[config.mk]
export PLATFORM = sky130hd
export DESIGN_NAME = gha_ram
export DESIGN_NICKNAME = d
export VERILOG_FILES = /design/src/hw/rtl/generational_handle_allocator_unit_macros.svh /design/src/hw/rtl/gha_ram.sv
export SDC_FILE = /design/constraint.sdc
export NUM_CORES = 1
export LEC_CHECK = 0
export ABC_CLOCK_PERIOD_IN_PS = 1700
export BUFFER_PORTS_ARGS = -buffer_cell sky130_fd_sc_hd__buf_2
export CORE_MARGIN = 3
export CORE_UTILIZATION = 35
export DETAILED_ROUTE_END_ITERATION = 8
export HOLD_SLACK_MARGIN = 0.02
export PLACE_DENSITY = 0.61
export RECOVER_POWER = 100
export SYNTH_ARGS = -nofsm -noshare
export SYNTH_HDL_FRONTEND = slang
export SYNTH_SLANG_ARGS = --single-unit
[constraint.sdc]
create_clock -name clk -period 1.7 [get_ports clk]
set_input_delay 0.17 -clock clk [delete_from_list [all_inputs] [get_ports clk]]
set_output_delay 0.17 -clock clk [all_outputs]
set_load 0.05 [all_outputs]
[src/hw/rtl/generational_handle_allocator_unit_macros.svh]
// Assertion macros used by the handle allocator top level.
`ifndef GENERATIONAL_HANDLE_ALLOCATOR_UNIT_MACROS_SVH
`define GENERATIONAL_HANDLE_ALLOCATOR_UNIT_MACROS_SVH

// Same-cycle implication, checked at every rising edge outside reset.
`define GHA_ASSERT_NOW(label, clk, rst, ante, cons, msg) \
  label: assert property (@(posedge clk) disable iff (rst) (ante) |-> (cons)) \
    else $error(msg);

// Next-cycle implication, checked at every rising edge outside reset.
`define GHA_ASSERT_NEXT(label, clk, rst, ante, cons, msg) \
  label: assert property (@(posedge clk) disable iff (rst) (ante) |=> (cons)) \
    else $error(msg);

`endif

[src/hw/rtl/gha_ram.sv]
// Generic simple dual-port RAM with a registered read.
module gha_ram #(
  parameter int WIDTH = 8,
  parameter int DEPTH = 16
) (
  input  logic                     clk,
  input  logic                     we,
  input  logic [$clog2(DEPTH)-1:0] waddr,
  input  logic [WIDTH-1:0]         wdata,
  input  logic                     re,
  input  logic [$clog2(DEPTH)-1:0] raddr,
  output logic [WIDTH-1:0]         rdata
);

  logic [WIDTH-1:0] mem [DEPTH];

  always_ff @(posedge clk) begin
    if (we) begin
      mem[waddr] <= wdata;
    end
    if (re) begin
      rdata <= mem[raddr];
    end
  end

endmodule

# Word level (Yosys, flattened, before mapping)
# Memories as Yosys holds them, arrays and structs flattened. A register that Yosys moved wholly into a read port is not among the register bits.
# Cells that the tools add are included.
[op_classes] muxes=2
[ops] operator="$mux W1" n=2
[word_totals] reg_bits=0 mem_bits_rw=128 in_bits=19 output_inout_bits=8 word_cells=3 n_memories=1
[mem_list] name="mem" depth=16 word_bits=8 rd=1 rd_ports_with_merged_regs=1 write_ports=1 line_no="gha_ram.sv:15" text="logic [WIDTH-1:0] mem [DEPTH];"

# Logic depth before layout (Yosys ltp)
[logic_depth] ltp_word=2 depth_mapped=5 ltp_nobuf=3

# Worst setup path after synthesis
# Ideal clock, no wire load.
[synth_path] path_kind="input to register" startpoint="input waddr[2]" endpoint="memory mem[0][0] (enable)" setup_time_ps=383 t_arrival_ps=1280 t_required_ps=1317 path_slack_ps=37 path_stages=2 path_buffers=0 path_cell_list="or3b_2 nor3_1"
[synth_lines] item="start: declaration" line_no="gha_ram.sv:8" text="input logic [$clog2(DEPTH)-1:0] waddr,"
[synth_lines] item="end: declaration" line_no="gha_ram.sv:15"
# Straight into the memory's write port.

# Worst setup path in the final report
[layout_path] startpoint="register rdata[3], read port of mem" endpoint="output rdata[3]"
[layout_lines] item="start: declaration" line_no="gha_ram.sv:12" text="output logic [WIDTH-1:0] rdata"
# No word-level cell between the ends.

==> results.md <==
- Outcome: finished, final reports clean
- Worst r2r src: mem[5][2]
- Clock Latency Late Sink: 0.41 ns
- Top Family by Delay on Critical Path: buffers and inverters
- Area contributors post-synth: edfxtp_1, mux4_2, mux4_1
- Final-stage net count: 307
- Worst setup path startpoint: rdata[3]
- IO Port Bufs: 26
- Post-synth EDFFs: 136
- Flops & latches, synth: 136
- Post-synth top area share: 78.1%
- # Max-Cap Violations: 0
- Combinational share of power: 5.4%
- Final period util: 86.3%
- Leak Pwr: 1.97 nW
- Mapped Avg Cell Area: 22.8 µm²
- Placed insts: 453
- Mapped cell area: 5230 µm²
- Post-CTS setup buffers: 0
- Power density over the cells: 1190 nW/µm²
- Hold-fix buffers, CTS: 0
- Die Y: 128 µm
- Clock root buffer: clkbuf_16
- Cell Chain, Critical Path: clkbuf_1
- GRT Resource Usage Total: 13.4%
- Sw frac: 19.8%
- Worst setup EP type: output pin
- Psw: 1.45 mW
- Clock-pin slew on the worst setup and hold paths: 0.05 ns
- Worst ir drop on vdd: 0.000695 V
- Total CTS buffers: 17
- Worst Max-Slew Pin Slew: 0.703 ns
- Die width: 128 µm
- WL met1: 4490 µm
- Initial antenna violation count: 0
- Worst min-delay path startpoint: re
- Startpoint Class: flip-flop
- Cell with the most instances after synthesis: edfxtp_1
- Worst Path Max Fanout: 1
- Critical Path RT: 1.53 ns
- Grt ovf: 0
- Vias per cell: 5.15
- DRC: 0
- CP peak stage delay: 0.49 ns
- I/O Pins: 27
- Area grow syn2layout: 17.6%
- Final Max Tran Viols: 0
- Period minus WS final: 1.47 ns
- Clock share of power: 42.8%
- Slowest library cell on the worst path: clkbuf_1
- Number of global-route vias before repair: 2611
- DP HPWL: 6460 µm
- RD Place Congestion: 0.690
- Synth Flop Type: edfxtp_1
- Htree depth: 4
- Num rows: 44
- Met3 WL: 744 µm
- Initial Util: 35.8%
- CTS tree: built
- First-pass GRT wire length: 15600 µm
- Sequential fraction of the synthesis area: 78.1%
- Asr flop ratio synth: 0%
- Sequential Power Share: 51.8%
- Hold WC Path Type: in -> reg
- WHS: 0.286 ns
- # diodes: 0
- Die area: 16400 µm²
- Setup violators final: 0
- CP Class: reg -> out
- Worst Path Buf+Inv: 1
- Final Non-Filler Cells: 483
- Ys Warns: 0
- Final hold vios: 0
- Final wirelength: 10000 µm
- Most frequent cells after synthesis: edfxtp_1, mux4_2, a22oi_1
- Cell-internal power: 5.89 mW
- Met2 WL post-DR: 4670 µm
- CTS resizes: 0
- Arr. time, crit path: 1.30 ns
- RSZ-0062 raised after global routing: false
- F_max: 0.682 GHz
- Largest net degree at the start of global routing: 27
- Detailed-route via count: 2487
- Fillers: 1278
- Largest area contributor in the netlist: edfxtp_1
- Top routing layer used: met4
- Worst rel slew slack: 53.2%
- Cell count after synthesis: 229
- Syn nets: 248
- DRT Pass-1 Iters: 5
- Design area: 6150 µm²
- # clock sinks: 136
- Layout cells sized above 1: 17.4%
- Setup Skew: 0.00292 ns
- Detailed-route wire length per cell: 20.7 µm
- Post-Route Utilization: 42.1%
- Clock Tree Buf Depth: 2
- Core Area: 14600 µm²
- Count of cell types in the netlist: 18
- Post-DRT Antenna Nets: 0
- Placed cell area: 5730 µm²
- DRT iter0 DRCs: 290
## worst register-to-register path, cell delays in order, from the launching register on
cell	delay (ns)
edfxtp_1	0.36
mux4_1	0.55
a22oi_1	0.23
nand2_1	0.08
## power groups by stage
stage          sequential, mW  clock [mW]  combinational (mW)
3_3_place_gp             3.87           0               0.411
2_1_floorplan            3.92           0               0.191
3_5_place_dp             3.87           0               0.417
6_report                 3.81        3.14               0.396
5_1_grt                  3.81        3.36               0.430
4_1_cts                  3.81        3.20               0.418
## metal layers
layer,global-route usage [%],up-vias
met4,3.81,0
met1,19.1,1295
met3,5.08,14
li1,-,1098
met2,19.3,80
met5,0,-
## final timing paths
path	to	slack (ns)	cells after the start
setup reg to reg	rdata[2]	0.23	3
hold / removal	rdata[5]	0.29	1
hold reg to reg	rdata[0]	0.74	3
setup / recovery	rdata[3]	0.23	1
## layout by cell type, fill, tap and decap left out
cell	instances
a22oi_1	16
and2_1	1
and2b_1	1
buf_12	4
buf_2	5
buf_4	4
bufinv_16	1
clkbuf_1	43
clkbuf_16	17
clkinv_1	4
clkinv_2	2
edfxtp_1	136
mux4_1	14
mux4_2	18
nand2_1	9
nand2b_1	2
nand3_1	1
nand3b_1	2
nor2_1	13
nor2b_1	1
nor3_1	4
or3b_2	1
## cells by family after synthesis
group | count (synthesis) | synth area share, %
mux | 32 | 14.8
buf+inv | 10 | 1.65
compound gates | 16 | 2.30
simple gates | 35 | 3.14
flops | 136 | 78.1
## final cells by class
cell class	count	area, µm²	share of cell area (%)
clock buffers	23	448	7.29
well taps	184	230	3.74
clock inverters	7	55.1	0.895
flip-flops and latches	136	4080	66.4
repair buffers	50	274	4.46
multi-input cells	83	1060	17.2
## state kept, by name (all words and copies together) (netlist names)
register  cells
rdata         8
mem         128
## per-stage QoR
stage	setup TNS (ns)	setup WS [ns]	total power, mW
after floorplan	0	0.0371	4.11
after global placement	-0.113	-0.0514	4.28
after detailed placement	-0.115	-0.0689	4.29
after CTS	0	0.180	7.43
after global routing	0	0.129	7.60
final	0	0.233	7.35
Power figures use the tool's default switching activity.
