--- src/hw/rtl/generational_handle_allocator_unit_macros.svh ---
// Assertion macros used by the handle allocator top level.
`ifndef GENERATIONAL_HANDLE_ALLOCATOR_UNIT_MACROS_SVH
`define GENERATIONAL_HANDLE_ALLOCATOR_UNIT_MACROS_SVH

// Same-cycle implication, checked at every rising edge outside reset.
`define GHA_ASSERT_NOW(label, clk, rst, ante, cons, msg) \
  label: assert property (@(posedge clk) disable iff (rst) (ante) |-> (cons)) \
    else $error(msg);

// Next-cycle implication, checked at every rising edge outside reset.
`define GHA_ASSERT_NEXT(label, clk, rst, ante, cons, msg) \
  label: assert property (@(posedge clk) disable iff (rst) (ante) |=> (cons)) \
    else $error(msg);

`endif

--- src/hw/rtl/gha_pkg.sv ---
// Shared types and constants of the generational handle allocator.
package gha_pkg;

  localparam int HANDLE_W  = 26;
  localparam int PAYLOAD_W = 32;
  localparam int STATUS_W  = 3;

  localparam int INDEX_BITS_DEF      = 10;
  localparam int GENERATION_BITS_DEF = 16;
  localparam int PAYLOAD_BITS_DEF    = 32;

  localparam logic ACT_OPEN  = 1'b0;
  localparam logic ACT_CLOSE = 1'b1;

  typedef enum logic [STATUS_W-1:0] {
    ST_OPENED    = 3'd0,
    ST_FULL      = 3'd1,
    ST_CLOSED    = 3'd2,
    ST_BAD_INDEX = 3'd3,
    ST_STALE     = 3'd4
  } status_t;

  typedef enum logic {
    S_IDLE,
    S_EXEC
  } state_t;

  // Decision for one transaction, handed from the decision logic to the top level.
  typedef struct packed {
    status_t status;
    logic    slot_we;
    logic    append;
    logic    pop;
    logic    push;
  } ctl_t;

endpackage

--- src/hw/rtl/gha_decide.sv ---
// Decision logic: classifies an open or close and picks the slot and generation.
module gha_decide #(
  parameter int INDEX_BITS      = gha_pkg::INDEX_BITS_DEF,
  parameter int GENERATION_BITS = gha_pkg::GENERATION_BITS_DEF
) (
  input  logic                       action,
  input  logic [INDEX_BITS-1:0]      op_idx,
  input  logic [GENERATION_BITS-1:0] op_gen,
  input  logic [INDEX_BITS-1:0]      slot_count,
  input  logic [INDEX_BITS-1:0]      free_head,
  input  logic                       rd_live,
  input  logic [GENERATION_BITS-1:0] rd_gen,
  output gha_pkg::ctl_t              ctl,
  output logic [INDEX_BITS-1:0]      wr_idx,
  output logic [GENERATION_BITS-1:0] wr_gen
);

  localparam logic [INDEX_BITS-1:0] INVALID = {INDEX_BITS{1'b1}};
  localparam logic [GENERATION_BITS-1:0] GEN_ONE = GENERATION_BITS'(1);

  logic                       head_empty;
  logic [GENERATION_BITS-1:0] bumped;

  assign head_empty = (free_head == INVALID);
  assign bumped     = op_gen + GEN_ONE;

  always_comb begin
    ctl         = '0;
    ctl.status  = gha_pkg::ST_OPENED;
    wr_idx      = op_idx;
    wr_gen      = GEN_ONE;
    if (action == gha_pkg::ACT_OPEN) begin
      if (head_empty) begin
        wr_idx = slot_count;
        wr_gen = GEN_ONE;
        if (slot_count == INVALID) begin
          ctl.status = gha_pkg::ST_FULL;
        end else begin
          ctl.append  = 1'b1;
          ctl.slot_we = 1'b1;
        end
      end else begin
        wr_idx      = free_head;
        wr_gen      = rd_gen;
        ctl.pop     = 1'b1;
        ctl.slot_we = 1'b1;
      end
    end else begin
      // The generation advances on every successful close and never lands on zero.
      wr_gen = (bumped == '0) ? GEN_ONE : bumped;
      if (op_idx >= slot_count) begin
        ctl.status = gha_pkg::ST_BAD_INDEX;
      end else if (!rd_live || (op_gen != rd_gen)) begin
        ctl.status = gha_pkg::ST_STALE;
      end else begin
        ctl.status  = gha_pkg::ST_CLOSED;
        ctl.push    = 1'b1;
        ctl.slot_we = 1'b1;
      end
    end
  end

endmodule

--- config.mk ---
export PLATFORM = sky130hd
export DESIGN_NAME = gha_decide
export DESIGN_NICKNAME = d
export VERILOG_FILES = /design/src/hw/rtl/generational_handle_allocator_unit_macros.svh /design/src/hw/rtl/gha_pkg.sv /design/src/hw/rtl/gha_decide.sv
export SDC_FILE = /design/constraint.sdc
export NUM_CORES = 1
export LEC_CHECK = 0
export ABC_AREA = 1
export ABC_CLOCK_PERIOD_IN_PS = 2900
export BUFFER_PORTS_ARGS = -buffer_cell sky130_fd_sc_hd__buf_2
export CAP_MARGIN = 10
export CORE_MARGIN = 2
export CORE_UTILIZATION = 35
export DETAILED_ROUTE_END_ITERATION = 10
export GPL_TIMING_DRIVEN = 1
export PLACE_DENSITY = 0.72
export SYNTH_ARGS = -nofsm -noshare
export SYNTH_HDL_FRONTEND = slang
export SYNTH_SLANG_ARGS = --single-unit
--- constraint.sdc ---
create_clock -name vclk -period 2.9
set_input_delay 0.58 -clock vclk [all_inputs]
set_output_delay 0.58 -clock vclk [all_outputs]
set_load 0.005 [all_outputs]
Yosys cells after proc, flatten, opt, wreduce, memory -nomap -nowiden
Cells that the tools add are included.
- mux-type cells: 18
- reductions and logical operators: 3
- add/subtract/negate cells: 1
- equality and inequality tests: 3
- order comparisons: 1
- operator list (operator ; count):
    16-bit 2-to-1 mux ; 3
    10-bit == test, second input constant ; 2
    10-bit 2-to-1 mux ; 2
    16-bit by 1-bit adder with 16-bit output, second input constant ; 1
    16-bit logical NOT ; 1
    16-bit != test ; 1
    10-bit >= comparator ; 1
    3-bit 2-to-1 mux ; 3
    1-bit 2-to-1 mux ; 7
    2-bit 2-to-1 mux ; 2
    4-bit 2-to-1 mux ; 1
    1-bit logical NOT ; 1
    1-bit logical OR ; 1
- logic and storage cells: 26
- output and inout bits: 33
- input port bits: 64
- register bits: 0

Logic depth before layout (Yosys ltp)
Gate-level depths: netlist of the first run.
- depth in word-level cells: 5
- mapped depth: 12
- mapped depth without buffers: 12

Least setup slack after synthesis of the first run
Ideal clock, no wire load.
- path type: in2out
- start point: in slot_count[9]
- end point: out ctl[4] (netlist name)
- required time: 2320 ps
- cell stages on the path: 8
- buffers on the path: 0
- arrival time: 1614 ps
- path slack: 706 ps
- cells stage by stage: inv_1 > ha_1 > nand4_1 > nor4_1 > nor2_1 > nand2_1 > inv_1 > a21oi_1
- RTL lines (element ; line ; source):
    start: declaration ; gha_decide.sv:9 ; input logic [INDEX_BITS-1:0] slot_count,
    end: declaration ; gha_decide.sv:13 ; output gha_pkg::ctl_t ctl,

Worst setup path after layout of the first run
- start point: in op_gen[0]
- end point: out wr_gen[0]
- cells in the longest elaborated chain, start to end: 4
- ends and longest elaborated chain (element ; line ; source):
    start: declaration ; gha_decide.sv:8 ; input logic [GENERATION_BITS-1:0] op_gen,
    16-bit by 1-bit adder with 16-bit output (*) ; gha_decide.sv:25 ; assign bumped = op_gen + GEN_ONE;
    16-bit logical NOT ; gha_decide.sv:50 ; wr_gen = (bumped == '0) ? GEN_ONE : bumped;
    16-bit 2-to-1 mux (*) ; gha_decide.sv:50 ;
    16-bit 2-to-1 mux (*) ; gha_decide.sv:32 ; if (action == gha_pkg::ACT_OPEN) begin
    end: declaration ; gha_decide.sv:15 ; output logic [GENERATION_BITS-1:0] wr_gen
Every way passes the cells marked *; elsewhere a longest branch is shown, timed or not.

==> results of run 1 <==
Yosys cell counts (all sizes together), types with 2 or more instances:
cell type / count
o22ai: 6
nor4: 4
inv: 59
nor3: 12
o21ai: 12
nand2: 105
clkbuf: 5
o31ai: 2
o211ai: 3
ha: 11
a21oi: 10
nand3: 22
nor2: 32
nor3b: 2
nand4: 15
xor2: 9
logic make-up (layout without fill, tap and decap cells):
logic type	count (synthesis)	after routing	share of synthesized area
adders and majority gates	11	11	0.08723
AOI/OAI and AO/OA	37	37	0.1380
buffers and inverters	65	160	0.1546
xor gates and xnor gates	10	10	0.05552
and+or+nand+nor	194	194	0.5646
layer usage:
metal  vias to the layer above  wire length, um
li1                       1221                -
met1                      1029             2414
met2                       141             2695
met3                        19              584
met4                         0              179
met5                         -                0
where the power goes:
| group | total [W] | switching [W] | internal (W) | leakage (nW) |
|---|---|---|---|---|
| Sequential | 0 | 0 | 0 | 0 |
| Combinational | 0.000282 | 0.000165 | 0.000117 | 1.30 |
| Clock | 0 | 0 | 0 | 0 |
| Total | 0.000282 | 0.000165 | 0.000117 | 1.30 |
cell type report:
cell class	instances	area (um^2)
fill	484	2222
inverter	60	225.2
multi-input combinational	252	1334
tap	52	65.06
timing repair buffer	100	508.0
stage by stage:
stage	util	hold WS, ns	setup slack, ns	power [W]	std cells
global placement	0.4897	1.445	0.2391	0.0002762	464
floorplan	-	1.257	0.7064	0.0001448	317
CTS	0.4897	1.449	0.2532	0.0002809	464
finish	0.4897	1.447	0.2427	0.0002825	464
global route	0.4897	1.474	0.08936	0.0003190	464
detailed placement	0.4897	1.446	0.2584	0.0002794	464
path summary, 6_finish.rpt:
path        from          to  slack [ns]  cells after the start
max    op_gen[0]   wr_gen[0]        0.24                     11
min   rd_gen[14]  wr_gen[14]        1.45                      3
==> results.json, run 1 <==
{
  "dieArea_um2": 5061,
  "crit_top_cell": "nand2_1",
  "ctsHoldBuffers": 0,
  "crit_slowest_cell": "ha_1",
  "ctsResizeCount": 0,
  "initial_utilization": 0.3624,
  "placement.io_buffers": 97,
  "grt_busiest_layer": "met2",
  "postPlaceCellArea_um2": 2132,
  "rows": 24,
  "timing.critical_path.arrival_ns": 2.08,
  "syn2layout_area_growth_pct": 35.13,
  "core-area_um2": 4354,
  "critical_path_endpoint_category": "output port",
  "cts_post_setup_buffers_inserted": 0,
  "finalCritPeriodShare": 0.9163,
  "cp_cell_sequence": "buf_2 -> ha_1 -> nand2_1 -> nor2_2 -> nand3_1 -> nand2_1 -> nand2_1 -> nor3_2 -> nand3_1 -> a21oi_1 -> buf_2",
  "io_pins": 97,
  "dp.final_hpwl_um": 5032,
  "wp_buf_inv": 2,
  "layout.cell_area.non_filler_um2": 2132,
  "shortest_period_the_worst_path_allows_ns": 2.657,
  "status": "complete, no violations",
  "fin_tns_setup_ns": 0,
  "yosysTopAreaCellShare": 0.2427,
  "grt_usage": 0.2266,
  "pin_count_of_the_biggest_net_entering_global_routing": 14,
  "storage_cell_area_um2": 0,
  "ant_nets": 0,
  "wirelength_um": 5873,
  "tightest_hold_check_type": "input port to output port",
  "grt_remaining_overflow": 0,
  "cpPeakStageDelay_ns": 0.21,
  "slew_viol_final": 0,
  "slew-limit-headroom": 0.6265,
  "number_of_nets_at_the_end_of_the_flow": 489,
  "ir_drop_mv": 0.06331,
  "yosysSeqAreaShare": 0,
  "detailedRoute.firstPassIterationCount": 5,
  "timing.final.setup_violations": 0,
  "first_iter_violations": 108,
  "gr-usage-met1": 0.2923,
  "critical_path.top_delay_family": "simple AND/OR/NAND/NOR gates",
  "post_drt_via_cell_ratio": 5.194,
  "syn-num-nets": 392,
  "grt_antenna_before_repair": 0,
  "syn_area_um2": 1578,
  "wire_per_inst_um": 12.66,
  "final_cell_mix": "102 x nand2_1, 97 x buf_2, 59 x inv_1",
  "place.gp.congestion": 0.9951,
  "final.clkbuf_count": 0,
  "critPathKind": "input port to output port",
  "die-height_um": 71.14,
  "layout.sequential_cells": 0,
  "timing.critical_path.fanout_max": 5,
  "yosys_warnings": 0,
  "worst-endpoint-required_ns": 2.32,
  "layout_commonest_cell": "nand2_1",
  "dr_total_vias": 2410,
  "drt_drc_violations_left": 0,
  "fp.dieW_um": 71.14,
  "static-leakage-power_nw": 1.304,
  "power-per-cell-area_nw_per_um2": 132.5,
  "maxCapViolations": 0,
  "yosysUniqueCellTypes": 30,
  "synth_top_cell_by_area": "nand2_1",
  "area_contributors_post_synth": "nand2_1 24%, inv_1 14%, ha_1 8.7%",
  "grt_use_met3": 0.01852,
  "syn-instance-count": 317,
  "n_antenna_cell": 0,
  "global_route_wire_length_before_repair_um": 9618,
  "number_of_hold_violations_in_the_final_report": 0,
  "global_route.usage.met2": 0.3992,
  "post_synth.cell_area_avg_um2": 4.977,
  "via_count_of_the_first_global_routing_pass": 2214,
  "setup.worst_path.start_class": "input port",
  "layout-drive-gt1-share": 0.2816,
  "rsz_0062_raised_after_global_routing": "false",
  "worst_pin_slew_ns": 0.5561,
  "achievable-frequency_mhz": 376.3
}
Power figures use the tool's default switching activity.
==> run 2: changes to the inputs <==
CORE_MARGIN = not set   (was 2)
==> results.json, run 2 (synthesized netlist as in run 1, its figures left out) <==
{
  "fin_util": 0.4897,
  "layout.sequential_cells": 0,
  "n_antenna_cell": 0,
  "placement.io_buffers": 97,
  "fp.dieW_um": 69.14,
  "via_count_of_the_first_global_routing_pass": 2149,
  "worst_pin_slew_ns": 0.5073,
  "fin_tns_setup_ns": 0,
  "number_of_nets_at_the_end_of_the_flow": 489,
  "critical_path_endpoint_category": "output port",
  "p_sw_w": 0.0001658,
  "static-leakage-power_nw": 1.304,
  "timing.final.setup_violations": 0,
  "ant_nets": 0,
  "internal_power_w": 0.0001172,
  "slew-limit-headroom": 0.6593,
  "number_of_hold_violations_in_the_final_report": 0,
  "place.gp.congestion": 0.9945,
  "syn2layout_area_growth_pct": 35.13,
  "dieArea_um2": 4780,
  "global_route.usage.met2": 0.4186,
  "detailedRoute.firstPassIterationCount": 5,
  "tightest_hold_check_type": "input port to output port",
  "cts_post_setup_buffers_inserted": 0,
  "worst-endpoint-required_ns": 2.32,
  "grt_usage": 0.2283,
  "n_fill_cell": 470,
  "initial_utilization": 0.3624,
  "first_iter_violations": 73,
  "storage_cell_area_um2": 0,
  "post_drt_via_cell_ratio": 5.220,
  "grt_use_met3": 0.01316,
  "power-per-cell-area_nw_per_um2": 132.8,
  "dp.final_hpwl_um": 4876,
  "critPathKind": "input port to output port",
  "power.share.clock": 0,
  "grt_antenna_before_repair": 0,
  "total_power_w": 0.0002830,
  "die-height_um": 69.14,
  "achievable-frequency_mhz": 375.6,
  "maxCapViolations": 0,
  "wirelength_um": 5710,
  "ctsResizeCount": 0,
  "ir_drop_mv": 0.05552,
  "shortest_period_the_worst_path_allows_ns": 2.662,
  "status": "complete, no violations",
  "comb_power_share": 1.000,
  "timing.critical_path.fanout_max": 3,
  "rsz_0062_raised_after_global_routing": "false",
  "dr_total_vias": 2422,
  "final.clkbuf_count": 0,
  "grt_remaining_overflow": 0,
  "drt_drc_violations_left": 0,
  "finalCritPeriodShare": 0.9180,
  "setup.worst_path.start_class": "input port",
  "pin_count_of_the_biggest_net_entering_global_routing": 21,
  "timing.critical_path.arrival_ns": 2.08,
  "gr-usage-met1": 0.2901,
  "grt_busiest_layer": "met2",
  "ctsHoldBuffers": 0,
  "global_route_wire_length_before_repair_um": 9287,
  "slew_viol_final": 0,
  "layout_commonest_cell": "nand2_1",
  "wire_per_inst_um": 12.31,
  "layout-drive-gt1-share": 0.2816,
  "core-area_um2": 4354,
  "rows": 24,
  "final_cell_mix": "102 x nand2_1, 97 x buf_2, 59 x inv_1",
  "power.share.sequential": 0,
  "io_pins": 97,
  "swShare": 0.5859
}
==> run 2: final timing paths <==
kind / cells after the start / to / slack [ns] / start
setup / recovery: 10 / ctl[4] / 0.24 / slot_count[9]
hold / removal: 3 / wr_gen[14] / 1.44 / rd_gen[14]
==> run 2: area by class of cell <==
cell class                 instances  area, um^2  area share
inverter                          60       225.2      0.1056
multi-input combinational        252        1334      0.6256
tap                               52       65.06     0.03052
timing repair buffer             100       508.0      0.2383
==> run 2: metrics by stage <==
stage	instances	hold WS, ns	worst slack (ns)	cell area [um^2]
floorplan	317	1.257	0.7064	1578
global placement	464	1.445	0.2183	2132
detailed placement	464	1.443	0.2232	2132
CTS	464	1.445	0.2153	2132
global route	464	1.453	0.05220	2132
finish	464	1.444	0.2377	2132
==> run 2: critical path: stages <==
cell     delay [ns]
buf_2          0.10
inv_1          0.06
ha_1           0.31
nand4_1        0.14
nor4_1         0.36
nor2_1         0.11
nand2_1        0.12
inv_1          0.07
a21oi_1        0.11
buf_2          0.12
==> run 2: power groups by stage <==
stage	Clock (W)	Combinational [W]	Sequential (W)
final	0	0.000283	0
after global routing	0	0.000314	0
after CTS	0	0.000280	0
after detailed placement	0	0.000279	0
after global placement	0	0.000276	0
after floorplan	0	0.000145	0
==> run 2: per-layer routing <==
metal	vias up	share of wire
li1	1224	-
met1	1051	0.43
met2	139	0.47
met3	8	0.094
met4	0	0.013
met5	-	0
==> run 3: changes to the inputs <==
ABC_CLOCK_PERIOD_IN_PS = 2800   (was 2900)
clock period = 2.8 ns   (was 2.9 ns; I/O delays follow)
==> results.json, run 3 (synthesized netlist as in run 1, its figures left out) <==
{
  "status": "complete, no violations",
  "cpPeakStageDelay_ns": 0.35,
  "rows": 24,
  "placement.io_buffers": 97,
  "timing.final.setup_violations": 0,
  "first_iter_violations": 107,
  "grt_antenna_before_repair": 0,
  "number_of_hold_violations_in_the_final_report": 0,
  "static-leakage-power_nw": 1.304,
  "critical_path_endpoint_category": "output port",
  "worst_pin_slew_ns": 0.5023,
  "tightest_hold_check_type": "input port to output port",
  "detailedRoute.firstPassIterationCount": 5,
  "wirelength_um": 5711,
  "fin_util": 0.4911,
  "setup.worst_path.start_class": "input port",
  "dr_total_vias": 2414,
  "place.gp.congestion": 0.9947,
  "dp.final_hpwl_um": 4895,
  "finalCritPeriodShare": 0.9340,
  "global_route_wire_length_before_repair_um": 9252,
  "timing.critical_path.fanout_max": 3,
  "final_cell_mix": "102 x nand2_1, 97 x buf_2, 59 x inv_1",
  "shortest_period_the_worst_path_allows_ns": 2.615,
  "syn2layout_area_growth_pct": 35.53,
  "post-place-cells": 464,
  "drt_drc_violations_left": 0,
  "storage_cell_area_um2": 0,
  "finish.cell_count_without_fillers": 464,
  "ant_nets": 0,
  "achievable-frequency_mhz": 382.4,
  "fp.dieW_um": 69.14,
  "critPathKind": "input port to output port",
  "n_antenna_cell": 0,
  "ctsHoldBuffers": 0,
  "maxCapViolations": 0,
  "grt_remaining_overflow": 0,
  "ir_drop_mv": 0.06359,
  "worst-endpoint-required_ns": 2.24,
  "cp_cell_sequence": "buf_2 -> inv_1 -> ha_1 -> nand4_1 -> nor4_2 -> nor2_1 -> nand2_1 -> inv_1 -> a21oi_1 -> buf_2",
  "dieArea_um2": 4780,
  "n_fill_cell": 491,
  "post_drt_via_cell_ratio": 5.203,
  "slew-limit-headroom": 0.6626,
  "final.clkbuf_count": 0,
  "io_pins": 97,
  "layout-drive-gt1-share": 0.2840,
  "wire_per_inst_um": 12.31,
  "slew_viol_final": 0,
  "initial_utilization": 0.3624,
  "layout.sequential_cells": 0,
  "cts_post_setup_buffers_inserted": 0,
  "critical_path.top_delay_family": "simple AND/OR/NAND/NOR gates",
  "crit_slowest_cell": "nor4_2",
  "wp_buf_inv": 4,
  "pin_count_of_the_biggest_net_entering_global_routing": 21,
  "multiInputGateArea_um2": 1340,
  "grt_usage": 0.2295,
  "layout_commonest_cell": "nand2_1",
  "timing.critical_path.arrival_ns": 2.06,
  "power-per-cell-area_nw_per_um2": 137.0,
  "number_of_nets_at_the_end_of_the_flow": 489,
  "core-area_um2": 4354,
  "die-height_um": 69.14,
  "via_count_of_the_first_global_routing_pass": 2090
}
## run 3: cell counts in the layout (fill, tap and decap cells not counted)
No cell type changed its count.
## run 3: what timing repair did
item                                    4_1_cts  5_1_grt
endpoints found under the setup margin        0        2
resized for setup                             0        2
hold endpoints to repair                      0        0
## run 3: power breakdown
part           switching (W)  internal [W]
Combinational       0.000171      0.000121
Sequential                 0             0
Clock                      0             0
## run 3: layer usage
layer | vias to the layer above | global-route usage | share of wire
met4 | 0 | 0.04308 | 0.013
met3 | 6 | 0.007310 | 0.094
met5 | - | 0 | 0
li1 | 1217 | - | -
met1 | 1061 | 0.2963 | 0.42
met2 | 130 | 0.4229 | 0.48
## run 3: layout make-up
class                      count  area share
tap                           52     0.03043
timing repair buffer         100      0.2376
inverter                      60      0.1053
multi-input combinational    252      0.6267
## run 3: final timing paths
| kind | from | slack, ns | depth (start not counted) | to |
|---|---|---|---|---|
| max | slot_count[9] | 0.18 | 10 | ctl[4] |
| min | rd_gen[14] | 1.40 | 3 | wr_gen[14] |
## run 3: through the flow
| stage | worst slack, ns | power (W) | hold WS (ns) | setup TNS [ns] | instance area, um^2 |
|---|---|---|---|---|---|
| 6_report | 0.1849 | 0.0002929 | 1.404 | 0 | 2138 |
| 5_1_grt | -0.02685 | 0.0003279 | 1.423 | -0.02685 | 2138 |
| 4_1_cts | 0.1345 | 0.0002898 | 1.408 | 0 | 2132 |
| 3_5_place_dp | 0.1408 | 0.0002884 | 1.405 | 0 | 2132 |
| 3_3_place_gp | 0.1600 | 0.0002862 | 1.406 | 0 | 2132 |
| 2_1_floorplan | 0.6464 | 0.0001499 | 1.217 | 0 | 1578 |
